`src/hdl/command_frame_parameter_decoder_assert.svh`:
```
`ifndef COMMAND_FRAME_PARAMETER_DECODER_ASSERT_SVH
`define COMMAND_FRAME_PARAMETER_DECODER_ASSERT_SVH

// same-cycle implication
`define CFPD_ASSERT_IMPL(name, ante, cons) \
  name: assert property (@(posedge clk_i) disable iff (!rst_ni) (ante) |-> (cons)) \
    else $error("cfpd assertion failed");

// next-cycle implication
`define CFPD_ASSERT_NEXT(name, ante, cons) \
  name: assert property (@(posedge clk_i) disable iff (!rst_ni) (ante) |=> (cons)) \
    else $error("cfpd assertion failed");

`endif

```
`src/hdl/cfpd_pkg.sv`:
```
package cfpd_pkg;

  localparam int BYTE_W  = 8;
  localparam int VALUE_W = 24;
  localparam int RUN_LEN = 4;
  localparam int ZRUN_W  = 3;

  localparam logic [ZRUN_W-1:0] ZRUN_SAT  = ZRUN_W'(RUN_LEN);
  localparam logic [ZRUN_W-1:0] ZRUN_TRIG = ZRUN_W'(RUN_LEN - 1);

  localparam logic [VALUE_W-1:0] ERR_BAD_LEN = VALUE_W'(0);
  localparam logic [VALUE_W-1:0] ERR_TRUNC   = VALUE_W'(1);

  typedef enum logic [1:0] {
    KIND_VERSION = 2'd0,
    KIND_COMMAND = 2'd1,
    KIND_PARAM   = 2'd2,
    KIND_ERROR   = 2'd3
  } kind_e;

  typedef enum logic [2:0] {
    ST_IDLE,
    ST_VER,
    ST_CMD,
    ST_LEN,
    ST_VAL,
    ST_EMIT
  } back_state_e;

  typedef struct packed {
    kind_e               kind;
    logic [VALUE_W-1:0]  value;
    logic                last;
  } result_t;

endpackage

```
`src/hdl/cfpd_buf.sv`:
```
module cfpd_buf
  import cfpd_pkg::*;
#(
  parameter int AW = 8
) (
  input  logic              clk_i,
  input  logic              we_i,
  input  logic [AW-1:0]     waddr_i,
  input  logic [BYTE_W-1:0] wdata_i,
  input  logic [AW-1:0]     raddr_i,
  output logic [BYTE_W-1:0] rdata_o
);

  logic [BYTE_W-1:0] mem_q [2**AW];
  logic [BYTE_W-1:0] rdata_q;

  always_ff @(posedge clk_i) begin
    if (we_i) begin
      mem_q[waddr_i] <= wdata_i;
    end
  end

  always_ff @(posedge clk_i) begin
    rdata_q <= mem_q[raddr_i];
  end

  assign rdata_o = rdata_q;

endmodule

```
`src/hdl/cfpd_fifo.sv`:
```
module cfpd_fifo
  import cfpd_pkg::*;
#(
  parameter int W = 8
) (
  input  logic         clk_i,
  input  logic         rst_ni,
  input  logic         push_i,
  input  logic [W-1:0] din_i,
  input  logic         pop_i,
  output logic [W-1:0] dout_o,
  output logic         full_o,
  output logic         empty_o,
  output logic         wr_bank_o,
  output logic         rd_bank_o
);

  localparam logic [1:0] Entries = 2'd2;

  logic [W-1:0] slot_q [2];
  logic         wr_ptr_q, wr_ptr_d;
  logic         rd_ptr_q, rd_ptr_d;
  logic [1:0]   count_q, count_d;

  always_comb begin
    wr_ptr_d = wr_ptr_q;
    rd_ptr_d = rd_ptr_q;
    count_d  = count_q;
    if (push_i) begin
      wr_ptr_d = ~wr_ptr_q;
    end
    if (pop_i) begin
      rd_ptr_d = ~rd_ptr_q;
    end
    if (push_i && !pop_i) begin
      count_d = count_q + 2'd1;
    end else if (pop_i && !push_i) begin
      count_d = count_q - 2'd1;
    end
  end

  always_ff @(posedge clk_i or negedge rst_ni) begin
    if (!rst_ni) begin
      wr_ptr_q <= 1'b0;
      rd_ptr_q <= 1'b0;
      count_q  <= 2'd0;
    end else begin
      wr_ptr_q <= wr_ptr_d;
      rd_ptr_q <= rd_ptr_d;
      count_q  <= count_d;
    end
  end

  always_ff @(posedge clk_i) begin
    if (push_i) begin
      slot_q[wr_ptr_q] <= din_i;
    end
  end

  assign dout_o    = slot_q[rd_ptr_q];
  assign full_o    = (count_q == Entries);
  assign empty_o   = (count_q == 2'd0);
  assign wr_bank_o = wr_ptr_q;
  assign rd_bank_o = rd_ptr_q;

endmodule

```
`src/hdl/cfpd_front.sv`:
```
module cfpd_front
  import cfpd_pkg::*;
#(
  parameter int BUFFER_DEPTH = 128
) (
  input  logic                            clk_i,
  input  logic                            rst_ni,
  input  logic                            byte_valid_i,
  output logic                            byte_ready_o,
  input  logic [BYTE_W-1:0]               byte_i,
  input  logic                            burst_end_i,
  input  logic                            full_i,
  output logic                            mem_we_o,
  output logic [$clog2(BUFFER_DEPTH)-1:0] mem_waddr_o,
  output logic [BYTE_W-1:0]               mem_wdata_o,
  output logic                            push_o,
  output logic [$clog2(BUFFER_DEPTH)-1:0] push_len_o,
  output logic                            push_has_cmd_o
);

  localparam int PosW = $clog2(BUFFER_DEPTH);
  localparam int CntW = PosW + 1;
  localparam logic [CntW-1:0] Depth    = CntW'(BUFFER_DEPTH);
  localparam logic [CntW-1:0] Limit    = CntW'(BUFFER_DEPTH - RUN_LEN);
  localparam logic [CntW-1:0] RunBack  = CntW'(RUN_LEN - 1);
  localparam logic [CntW-1:0] CmdCount = CntW'(2);

  logic [CntW-1:0]   cnt_q, cnt_d, cnt_n;
  logic [ZRUN_W-1:0] zrun_q, zrun_d, zrun_n;
  logic              found_q, found_d, found_n;
  logic [CntW-1:0]   fpos_q, fpos_d, fpos_n;
  logic [CntW-1:0]   start;
  logic [CntW-1:0]   len;
  logic              room;
  logic              accept;

  assign accept = byte_valid_i && !full_i;
  assign room   = (cnt_q < Depth);

  always_comb begin
    cnt_n   = cnt_q;
    zrun_n  = zrun_q;
    found_n = found_q;
    fpos_n  = fpos_q;
    if (room) begin
      cnt_n = cnt_q + CntW'(1);
      if (byte_i == '0) begin
        if (zrun_q != ZRUN_SAT) begin
          zrun_n = zrun_q + ZRUN_W'(1);
        end
        if (zrun_q == ZRUN_TRIG && !found_q && (cnt_q - RunBack) < Limit) begin
          found_n = 1'b1;
          fpos_n  = cnt_q - RunBack;
        end
      end else begin
        zrun_n = '0;
      end
    end

    start = cnt_n - CntW'(zrun_n);
    if (found_n) begin
      len = fpos_n;
    end else if (start < Limit) begin
      len = start;
    end else begin
      len = Limit;
    end

    cnt_d   = cnt_q;
    zrun_d  = zrun_q;
    found_d = found_q;
    fpos_d  = fpos_q;
    if (accept) begin
      if (burst_end_i) begin
        cnt_d   = '0;
        zrun_d  = '0;
        found_d = 1'b0;
      end else begin
        cnt_d   = cnt_n;
        zrun_d  = zrun_n;
        found_d = found_n;
        fpos_d  = fpos_n;
      end
    end
  end

  always_ff @(posedge clk_i or negedge rst_ni) begin
    if (!rst_ni) begin
      cnt_q   <= '0;
      zrun_q  <= '0;
      found_q <= 1'b0;
    end else begin
      cnt_q   <= cnt_d;
      zrun_q  <= zrun_d;
      found_q <= found_d;
    end
  end

  always_ff @(posedge clk_i) begin
    fpos_q <= fpos_d;
  end

  assign byte_ready_o   = !full_i;
  assign mem_we_o       = accept && room;
  assign mem_waddr_o    = cnt_q[PosW-1:0];
  assign mem_wdata_o    = byte_i;
  assign push_o         = accept && burst_end_i;
  assign push_len_o     = len[PosW-1:0];
  assign push_has_cmd_o = (cnt_n >= CmdCount);

endmodule

```
`src/hdl/cfpd_back.sv`:
```
module cfpd_back
  import cfpd_pkg::*;
#(
  parameter int BUFFER_DEPTH = 128
) (
  input  logic                            clk_i,
  input  logic                            rst_ni,
  input  logic                            desc_valid_i,
  input  logic [$clog2(BUFFER_DEPTH)-1:0] len_i,
  input  logic                            has_cmd_i,
  input  logic [BYTE_W-1:0]               rdata_i,
  output logic [$clog2(BUFFER_DEPTH)-1:0] rpos_o,
  output logic                            pop_o,
  output logic                            res_valid_o,
  input  logic                            res_ready_i,
  output result_t                         res_o
);

  localparam int PosW = $clog2(BUFFER_DEPTH);
  localparam logic [PosW-1:0] PosCmd   = PosW'(1);
  localparam logic [PosW-1:0] PosFirst = PosW'(2);

  back_state_e        state_q, state_d;
  logic [PosW-1:0]    pos_q, pos_d;
  logic [1:0]         cnt_q, cnt_d;
  logic [VALUE_W-1:0] acc_q, acc_d;
  logic               res_valid_q;
  result_t            res_q, res_n;
  logic               emit;
  logic               pop;
  logic               out_free;
  logic               bad;
  logic               trunc;
  logic [PosW:0]      end_pos;

  assign out_free = !res_valid_q || res_ready_i;
  assign bad      = (rdata_i[BYTE_W-1:2] != '0) || (rdata_i[1:0] == 2'd0);
  assign end_pos  = {1'b0, pos_q} + (PosW + 1)'(rdata_i[1:0]);
  assign trunc    = (end_pos >= {1'b0, len_i});

  always_comb begin
    state_d = state_q;
    pos_d   = pos_q;
    cnt_d   = cnt_q;
    acc_d   = acc_q;
    emit    = 1'b0;
    pop     = 1'b0;
    res_n   = '{kind: KIND_VERSION, value: '0, last: 1'b0};
    unique case (state_q)
      ST_IDLE: begin
        if (desc_valid_i) begin
          pos_d   = '0;
          state_d = ST_VER;
        end
      end
      ST_VER: begin
        if (out_free) begin
          emit    = 1'b1;
          res_n   = '{kind: KIND_VERSION, value: VALUE_W'(rdata_i), last: 1'b0};
          pos_d   = PosCmd;
          state_d = ST_CMD;
        end
      end
      ST_CMD: begin
        if (out_free) begin
          emit       = 1'b1;
          res_n.kind = KIND_COMMAND;
          res_n.value = has_cmd_i ? VALUE_W'(rdata_i) : '0;
          res_n.last = (len_i <= PosFirst);
          if (len_i <= PosFirst) begin
            pop     = 1'b1;
            pos_d   = '0;
            state_d = ST_IDLE;
          end else begin
            pos_d   = PosFirst;
            state_d = ST_LEN;
          end
        end
      end
      ST_LEN: begin
        if (bad || trunc) begin
          if (out_free) begin
            emit    = 1'b1;
            res_n   = '{kind: KIND_ERROR, value: bad ? ERR_BAD_LEN : ERR_TRUNC, last: 1'b1};
            pop     = 1'b1;
            pos_d   = '0;
            state_d = ST_IDLE;
          end
        end else begin
          cnt_d   = rdata_i[1:0];
          acc_d   = '0;
          pos_d   = pos_q + PosW'(1);
          state_d = ST_VAL;
        end
      end
      ST_VAL: begin
        acc_d = {acc_q[VALUE_W-BYTE_W-1:0], rdata_i};
        cnt_d = cnt_q - 2'd1;
        pos_d = pos_q + PosW'(1);
        if (cnt_q == 2'd1) begin
          state_d = ST_EMIT;
        end
      end
      ST_EMIT: begin
        if (out_free) begin
          emit  = 1'b1;
          res_n = '{kind: KIND_PARAM, value: acc_q, last: (pos_q >= len_i)};
          if (pos_q >= len_i) begin
            pop     = 1'b1;
            pos_d   = '0;
            state_d = ST_IDLE;
          end else begin
            state_d = ST_LEN;
          end
        end
      end
      default: begin
        state_d = ST_IDLE;
      end
    endcase
  end

  always_ff @(posedge clk_i or negedge rst_ni) begin
    if (!rst_ni) begin
      state_q     <= ST_IDLE;
      pos_q       <= '0;
      res_valid_q <= 1'b0;
    end else begin
      state_q <= state_d;
      pos_q   <= pos_d;
      if (emit) begin
        res_valid_q <= 1'b1;
      end else if (res_ready_i) begin
        res_valid_q <= 1'b0;
      end
    end
  end

  always_ff @(posedge clk_i) begin
    cnt_q <= cnt_d;
    acc_q <= acc_d;
    if (emit) begin
      res_q <= res_n;
    end
  end

  assign rpos_o      = pos_d;
  assign pop_o       = pop;
  assign res_valid_o = res_valid_q;
  assign res_o       = res_q;

endmodule

```
`src/hdl/command_frame_parameter_decoder.sv`:
```
// bytes are taken one per cycle while fewer than two frames are queued for decoding (two buffer banks)
// the first result, the version, is registered after the frame is queued and its byte is read back
// version and command give one result each; a parameter reads its length byte, then n value bytes,
// then emits, through the single read port of the frame buffer walked by the decode sequencer
// reset clears the front-end counters, queue and sequencer state at once; buffer contents are left undefined
module command_frame_parameter_decoder
  import cfpd_pkg::*;
#(
  parameter int BUFFER_DEPTH = 128
) (
  input  logic         clk_i,
  input  logic         rst_ni,
  input  logic         s_axis_tvalid_i,
  output logic         s_axis_tready_o,
  input  logic [7:0]   s_axis_tdata_i,   // data_byte
  input  logic         s_axis_tlast_i,   // burst_end
  output logic         m_axis_tvalid_o,
  input  logic         m_axis_tready_i,
  output logic [23:0]  m_axis_tdata_o,   // value
  output logic [1:0]   m_axis_tuser_o,   // kind
  output logic         m_axis_tlast_o    // last
);

  `include "command_frame_parameter_decoder_assert.svh"

  localparam int PosW = $clog2(BUFFER_DEPTH);
  localparam int AddrW = PosW + 1;
  localparam logic [PosW-1:0] Limit = PosW'(BUFFER_DEPTH - RUN_LEN);

  logic              q_full;
  logic              q_empty;
  logic              wr_bank;
  logic              rd_bank;
  logic              mem_we;
  logic [PosW-1:0]   mem_waddr;
  logic [BYTE_W-1:0] mem_wdata;
  logic [BYTE_W-1:0] mem_rdata;
  logic [PosW-1:0]   rpos;
  logic              push;
  logic [PosW-1:0]   push_len;
  logic              push_has_cmd;
  logic              pop;
  logic [PosW-1:0]   head_len;
  logic              head_has_cmd;
  result_t           res;

  cfpd_front #(
    .BUFFER_DEPTH(BUFFER_DEPTH)
  ) u_front (
    .clk_i          (clk_i),
    .rst_ni         (rst_ni),
    .byte_valid_i   (s_axis_tvalid_i),
    .byte_ready_o   (s_axis_tready_o),
    .byte_i         (s_axis_tdata_i),
    .burst_end_i    (s_axis_tlast_i),
    .full_i         (q_full),
    .mem_we_o       (mem_we),
    .mem_waddr_o    (mem_waddr),
    .mem_wdata_o    (mem_wdata),
    .push_o         (push),
    .push_len_o     (push_len),
    .push_has_cmd_o (push_has_cmd)
  );

  cfpd_fifo #(
    .W(PosW + 1)
  ) u_fifo (
    .clk_i     (clk_i),
    .rst_ni    (rst_ni),
    .push_i    (push),
    .din_i     ({push_len, push_has_cmd}),
    .pop_i     (pop),
    .dout_o    ({head_len, head_has_cmd}),
    .full_o    (q_full),
    .empty_o   (q_empty),
    .wr_bank_o (wr_bank),
    .rd_bank_o (rd_bank)
  );

  cfpd_buf #(
    .AW(AddrW)
  ) u_buf (
    .clk_i   (clk_i),
    .we_i    (mem_we),
    .waddr_i ({wr_bank, mem_waddr}),
    .wdata_i (mem_wdata),
    .raddr_i ({rd_bank, rpos}),
    .rdata_o (mem_rdata)
  );

  cfpd_back #(
    .BUFFER_DEPTH(BUFFER_DEPTH)
  ) u_back (
    .clk_i        (clk_i),
    .rst_ni       (rst_ni),
    .desc_valid_i (!q_empty),
    .len_i        (head_len),
    .has_cmd_i    (head_has_cmd),
    .rdata_i      (mem_rdata),
    .rpos_o       (rpos),
    .pop_o        (pop),
    .res_valid_o  (m_axis_tvalid_o),
    .res_ready_i  (m_axis_tready_i),
    .res_o        (res)
  );

  assign m_axis_tdata_o = res.value;
  assign m_axis_tuser_o = res.kind;
  assign m_axis_tlast_o = res.last;

  `CFPD_ASSERT_IMPL(a_push_has_room, push, !q_full)
  `CFPD_ASSERT_IMPL(a_pop_has_frame, pop, !q_empty)
  `CFPD_ASSERT_IMPL(a_len_in_range, push, push_len <= Limit)
  `CFPD_ASSERT_NEXT(a_pop_frees_bank, pop && !push, !q_full)

endmodule
```
`config.mk`:
```
export PLATFORM = sky130hd
export DESIGN_NAME = command_frame_parameter_decoder
export DESIGN_NICKNAME = d
export VERILOG_FILES = /design/src/hdl/cfpd_pkg.sv /design/src/hdl/cfpd_buf.sv /design/src/hdl/cfpd_fifo.sv /design/src/hdl/cfpd_front.sv /design/src/hdl/cfpd_back.sv /design/src/hdl/command_frame_parameter_decoder.sv
export VERILOG_INCLUDE_DIRS = /design/src /design/src/hdl
export SDC_FILE = /design/constraint.sdc
export NUM_CORES = 2
export LEC_CHECK = 0
export BUFFER_PORTS_ARGS = -buffer_cell sky130_fd_sc_hd__clkbuf_2
export CORE_UTILIZATION = 44
export DETAILED_ROUTE_END_ITERATION = 16
export PLACE_DENSITY_LB_ADDON = 0.2
export SLEW_MARGIN = 20
export SYNTH_ARGS = -nofsm -noshare
export SYNTH_HDL_FRONTEND = slang
export SYNTH_SLANG_ARGS = --single-unit
export TNS_END_PERCENT = 100
```
`constraint.sdc`:
```
create_clock -name clk_i -period 4.9 [get_ports clk_i]
set_clock_uncertainty 0.2 [all_clocks]
set_input_delay 1.225 -clock clk_i [delete_from_list [all_inputs] [get_ports clk_i]]
set_output_delay 1.225 -clock clk_i [all_outputs]
set_load 0.01 [all_outputs]
```
# Word-level counts from Yosys, hierarchy flattened
# Memory sizes are Yosys's and may differ from the RTL's. A register that Yosys moved wholly into a read port is not among the register bits.
# Index checks and enable logic that the tools add are counted.
word_totals:
  n_memories: 2
  regBits: 88
  ram_bits: 2064
  word_cells: 141
  output_inout_bits: 29
classes:
  eq_ne: 16
  n_bitwise: 3
  n_mux: 62
  reduce_logical: 27
  addsub: 9
  order_cmp: 7
mem_list:
  columns: ["name", "words", "word_bits", "rd", "rd_clocked_by_memory_dff", "wr", "line", "rtl"]
  rows:
  - ["u_buf.mem_q", 256, 8, 1, 1, 1, "cfpd_buf.sv:14", "logic [BYTE_W-1:0] mem_q [2**AW];"]
  - ["u_fifo.slot_q", 2, 8, 1, 0, 1, "cfpd_fifo.sv:20", "logic [W-1:0] slot_q [2];"]
op_table:
  columns: ["operator", "count"]
  rows:
  - ["$pmux 27 s4", 1]
  - ["$mux 27", 3]
  - ["$mux 7", 9]
  - ["$mux 8", 6]
  - ["$pmux 24 s2", 1]
  - ["$pmux 7 s6", 1]
  - ["$mux 3", 11]
  - ["$mux 26", 1]
  - ["$mux 24", 1]
  - ["$pmux 3 s6", 1]
  - ["$mux 1", 17]
  - ["$lt 8x7->1 const B", 2]
  - ["$mux 2", 6]
  - ["$eq 3x2->1 const B", 3]
  - ["$mux 9", 1]
  - ["$add 7x2->8", 1]
  - ["$add 8x1->8 const B", 1]
  - ["$ge 8x2->1 const B", 1]
  - ["$ge 8x7->1", 1]
  - ["$logic_not 8->1", 1]
  - ["$lt 8x8->1 const B", 1]
  - ["$ne 2x1->1 const B", 4]
  - ["$sub 8x2->8 const B", 1]
  - ["$sub 8x3->8", 1]
  - ["other kinds (27)", 48]

# Depth between registers and ports, before layout
depth:
  depth_word: 8
  ltp_mapped: 20
  mapped_depth_nobuf: 18

# Cells and area by module
# From an unflattened synthesis, not the netlist that was laid out.
unflattened:
  hier_cells: 4269
  area_unflattened_um2: 85554.6
by_module_without_submodules:
  columns: ["module", "area_per_inst_um2", "seq_area_each_um2", "cells_per_inst", "n_inst"]
  rows:
  - ["cfpd_buf", 79556.3, 61659.1, 3733, 1]
  - ["cfpd_back", 3347.0, 1866.8, 279, 1]
  - ["cfpd_front", 1876.8, 510.5, 215, 1]
  - ["cfpd_fifo", 770.7, 580.6, 41, 1]
  - ["command_frame_parameter_decoder", 3.8, 0.0, 1, 1]

# Worst setup path before layout
# Ideal clock, no wire load.
synth_path:
  path_type: "register to register"
  startpoint: "reg u_fifo.rd_ptr_q, in the netlist u_fifo.rd_bank_o"
  endpoint: "reg u_back.res_q (netlist bit u_back.res_o[0]) (enable)"
  setup_slack_ps: -13
  arrival_time_ps: 4268
  required_time_ps: 4255
  setup_time_ps: 445
  period_less_slack_ps: 4913
  n_path_buf: 1
  stages_incl_launch_ff: 10
  cell_sequence: "dfrtp_1 > buf_1 > mux2_2 > ha_1 > nand2b_1 > a2111oi_0 > o31ai_1 > a211o_4 > a21boi_0 > nor3_1"
synth_via:
  elab_chain_len: 5
synth_rtl:
  columns: ["element", "line", "rtl"]
  rows:
  - ["from (decl)", "cfpd_fifo.sv:22", "logic rd_ptr_q, rd_ptr_d;"]
  - ["from (signal assigned)", "cfpd_fifo.sv:49", "rd_ptr_q <= rd_ptr_d;"]
  - ["$mem_v2 2x8", null, null]
  - ["$ge 8x7->1", "cfpd_back.sv:39", "assign trunc = (end_pos >= {1'b0, len_i});"]
  - ["$logic_or 1x1->1", "cfpd_back.sv:81", "if (bad || trunc) begin"]
  - ["$mux 1", "cfpd_back.sv:81", null]
  - ["$pmux 1 s2", "cfpd_back.sv:49", "unique case (state_q)"]
  - ["via u_back.emit", "cfpd_back.sv:29", "logic emit;"]
  - ["to (signal assigned)", "cfpd_back.sv:143", "res_q <= res_n;"]
  - ["to (decl)", "cfpd_back.sv:28", "result_t res_q, res_n;"]
# The timed path passes the listed nets, and every way through them passes these cells.
# A chain may end at the register's enable or synchronous reset.

# Worst setup path in the final report
layout_path:
  startpoint: "reg u_buf.rdata_q[0], in the netlist u_buf.rdata_o[0], read port of u_buf.mem_q"
  endpoint: "reg u_buf.rdata_q[3], in the netlist u_buf.rdata_o[3], read port of u_buf.mem_q"
layout_via:
  elab_chain_len: 5
  word_cells_on_any_way: 7
  classes_between: "1 x add/sub; 1 x order compare; 2 x mux; 3 x reduce/logical"
layout_rtl:
  columns: ["element", "line", "rtl"]
  rows:
  - ["from (decl)", "cfpd_buf.sv:15", "logic [BYTE_W-1:0] rdata_q;"]
  - ["$add 7x2->8 / $logic_not 2->1 (equally long branches)", "cfpd_back.sv:38, cfpd_back.sv:37", null]
  - ["$ge 8x7->1 / $logic_or 1x1->1 (equally long branches)", "cfpd_back.sv:39, cfpd_back.sv:37", null]
  - ["$logic_or 1x1->1 (*)", "cfpd_back.sv:81", null]
  - ["$mux 7 (*)", "cfpd_back.sv:81", null]
  - ["$pmux 7 s6 (*)", "cfpd_back.sv:49", null]
# Mark *: on every way between the ends. The rest lies on a longest branch, timed or not.

==> flow_metrics.tcl <==
set metrics [dict create \
    htreeDepth 4 \
    post-place-ws_ns -1.07 \
    swShare_pct 35.0 \
    crit_family "compound AO/OA/AOI/OAI gates" \
    setup_viol 8 \
    start_kind "flop" \
    total_leakage_power_nw 35.7 \
    ys_seq_elements 2159 \
    routed_wl_um 264000 \
    pwr-share-clk_pct 27.5 \
    grt_first_pass_wirelength_um 378000 \
    cpMaxStageDelayCell "fa_2" \
    slew_viol_final 0 \
    die_y_um 447 \
    cts_tree "built" \
    critPathBufInv 5 \
    avgRoutedWirePerCell_um 27.4 \
    netlist_top_cells_area "edfxtp_1 73%, nand2_1 5.5%, a21oi_1 2.1%" \
    slew_headroom_pct 17.6 \
    die_x_um 447 \
    ios 42 \
    ys_seq_area_share_pct 74.2 \
    start_util_pct 44.5 \
    antenna_found_initial 9 \
    synthTopCellsByCount "2,124 x edfxtp_1, 1,278 x nand2_1, 359 x a21oi_1" \
    clkSinkCount 2159 \
    clock_tree.buffer_depth 3 \
    viasPerCell 5.93 \
    critical_path_class "flop to flop" \
    yosysMostFrequentCell "edfxtp_1" \
    hpwl_um 164000 \
    die_area_um2 200000 \
    drtIter0Drc 6611 \
    comb_power_share_pct 37.3 \
    peakVddDrop_mv 0.380 \
    core.rowCount 162 \
    violations "negative setup slack" \
    worstPathCellList "ha_4 -> fa_2 -> ha_4 -> a2111oi_4 -> o31ai_4 -> a211o_4 -> a211o_4 -> nand2_8 -> buf_12 -> clkinv_16 -> bufbuf_16 -> buf_12 -> buf_4 -> nand2_1 -> a32oi_1 -> nand4_1 -> nand4_1 -> nor3_4 -> nor4_2" \
    power_density_nw_per_um2 574 \
    synth_top_area_share_pct 73.3 \
    cpPeakStageDelay_ns 0.55 \
    fmax_mhz 191 \
    grt_max_degree 184 \
    numPortBuffers 41 \
    critPathArrivalTime_ns 5.75 \
    setup_ws_ns -0.329 \
    yosysWarnings 0 \
    firstDrtPassIters 6 \
    drc 0 \
    min_period_over_period_pct 107 \
    cts-hold-fix-buffers 0 \
    clk_pin_slew_worst_paths_ns 0.06 \
    fillerInstances 16200 \
    p_sw_mw 20.8 \
    fin_crit_ns 5.23 \
    max_slew.worst_pin.slew_ns 1.23 \
    required_ns 5.42 \
    clock_latency_ns 0.85 \
    fin_nets 6834 \
    cts_buffers 218 \
    endpoint_kind "flop" \
    power.total_mw 59.5 \
    maxCapViolations 0 \
    cts_root_buf "clkbuf_16" \
    track_usage_pct 25.9 \
    synth_area_um2 87000 \
    gr-total-overflow 0 \
    grt_pass1_vias 54000 \
    ant_nets 0 \
    hold_path_class "input port to async pin" \
    async_flop_share_pct 1.25 \
    rsz0062_at_grt "yes" \
    syn-num-nets 6363 \
    synth-edff-count 2124 \
    synth_cells 6319 \
    area_growth_pct 19.1 \
    core_um2 196000 \
    status "finished, violations left" \
    p_int_mw 38.7 \
    seq_power_share_pct 35.2 \
    gp_congestion 0.895 \
    ys.flop_type "edfxtp_1" \
    yosys.area.top_type "edfxtp_1" \
    hold_viol 0 \
    avgSynthCellArea_um2 13.8 \
    drive_gt1_share_pct 17.3 \
    synthDistinctLibCells 77 \
    detailroute.via_count 57000 \
    fin_util_pct 53.0 \
    cp_max_fo 13 \
]
-- routing by layer --
metal | up-vias | part of all wire [%] | global-route usage, % | routed length (um)
li1 | 25100 | - | - | -
met1 | 28900 | 42 | 36.5 | 110000
met2 | 2557 | 46 | 40.4 | 122000
met3 | 445 | 8.4 | 4.68 | 22100
met4 | 10 | 3.6 | 9.03 | 9530
met5 | - | 0.032 | 0 | 84
-- final timing paths --
check	startpoint	endpoint	slack (ns)	cells past startpoint
max reg2reg	u_buf.rdata_o[0]	u_buf.rdata_o[3]	-0.33	19
max	u_buf.rdata_o[0]	u_buf.rdata_o[3]	-0.33	19
min reg2reg	u_back.acc_q[17]	u_back.res_o[18]	0.30	1
max in group asynchronous	rst_ni	u_back.pos_q[1]	3.68	1
min	rst_ni	u_front.cnt_q[1]	0.25	1
min in group clk_i	u_back.acc_q[17]	u_back.res_o[18]	0.30	1
-- state kept, by name, indices dropped and copies added, names as in the netlist --
signal / count
u_front.fpos_q: 7
u_fifo.slot_q: 16
u_front.cnt_q: 8
u_front.found_q: 1
u_back.res_o: 27
u_back.pos_q: 7
u_back.res_valid_o: 1
u_fifo.count_q: 2
u_back.state_q: 3
u_buf.mem_q: 2048
u_back.cnt_q: 2
u_fifo.wr_bank_o: 1
u_fifo.rd_bank_o: 1
u_back.acc_q: 24
u_front.zrun_q: 3
u_buf.rdata_o: 8
-- power groups by stage --
stage	clock [mW]	combinational, mW	sequential (mW)
global route	17.2	23.6	20.9
global placement	0	19.3	21.3
finish	16.4	22.2	20.9
detailed placement	0	19.4	21.3
CTS	16.6	20.8	20.9
floorplan	0	11.0	21.2
-- what timing repair did --
| action | in CTS | in global routing |
|---|---|---|
| resized for setup | 122 | 105 |
| gates cloned | 9 | 9 |
| endpoints found under the setup margin | 8 | 8 |
| buffers inserted | 25 | 32 |
| pin swaps | 38 | 44 |
-- area by class of cell --
cell class	instances	area (um^2)	area share, %
multi-input cells	3671	21300	20.5
well taps	2624	3280	3.17
inverters	31	174	0.168
clock inverters	138	1210	1.17
flip-flops and latches	2159	64600	62.3
repair buffers	709	7330	7.07
clock buffers	269	5760	5.55
diodes	5	12.5	0.0121
-- per-stage QoR --
stage / setup TNS (ns) / instances / hold WS (ns) / instance area, um^2
2_1_floorplan: 0 / 6319 / 0.264 / 87000
3_3_place_gp: -9.42 / 9122 / 0.282 / 94600
3_5_place_dp: -8.47 / 9122 / 0.289 / 94600
4_1_cts: -1.79 / 9562 / 0.226 / 103000
5_1_grt: -2.33 / 9602 / 0.290 / 104000
6_report: -1.87 / 9606 / 0.252 / 104000
-- worst reg2reg max path, cell delays in order (launching register included) --
cell       delay, ns
dfxtp_4         0.39
ha_4            0.20
fa_2            0.55
ha_4            0.21
a2111oi_4       0.35
o31ai_4         0.11
a211o_4         0.39
a211o_4         0.40
nand2_8         0.16
buf_12          0.15
clkinv_16       0.10
bufbuf_16       0.33
buf_12          0.16
buf_4           0.17
nand2_1         0.07
a32oi_1         0.11
nand4_1         0.14
nand4_1         0.28
nor3_4          0.50
nor4_2          0.11
-- cell families (layout without fill, tap and decap cells) --
kind of cell,after synthesis,count (layout),share of synthesized area [%]
and+or+nand+nor,2296,2297,11.5
AOI/OAI and AO/OA,1147,1147,9.18
buffers and inverters,490,1147,2.42
DFF,2159,2159,74.2
muxes,171,171,1.98
xor gates and xnor gates,25,25,0.252
adders and majority gates,31,31,0.463
other,0,5,0
-- cell usage in the layout (no fill, tap or decap), types with 25 or more instances in the layout --
cell,n
buf_6,33
dfrtp_1,26
o211ai_1,46
buf_4,505
nand3_1,313
o21ai_0,47
clkinv_2,46
clkbuf_16,229
nand2_1,1270
a22oi_1,66
a211oi_1,93
nand4_1,87
clkbuf_1,42
clkbuf_2,33
buf_12,90
a32oi_1,192
clkinv_1,56
and2_1,40
and3_1,129
a31oi_1,77
nor2_1,301
a221oi_1,79
a311oi_1,32
nor3_1,28
mux2i_1,162
edfxtp_1,2124
a21oi_1,341
ha_1,25
(Power assumes the default switching activity.)
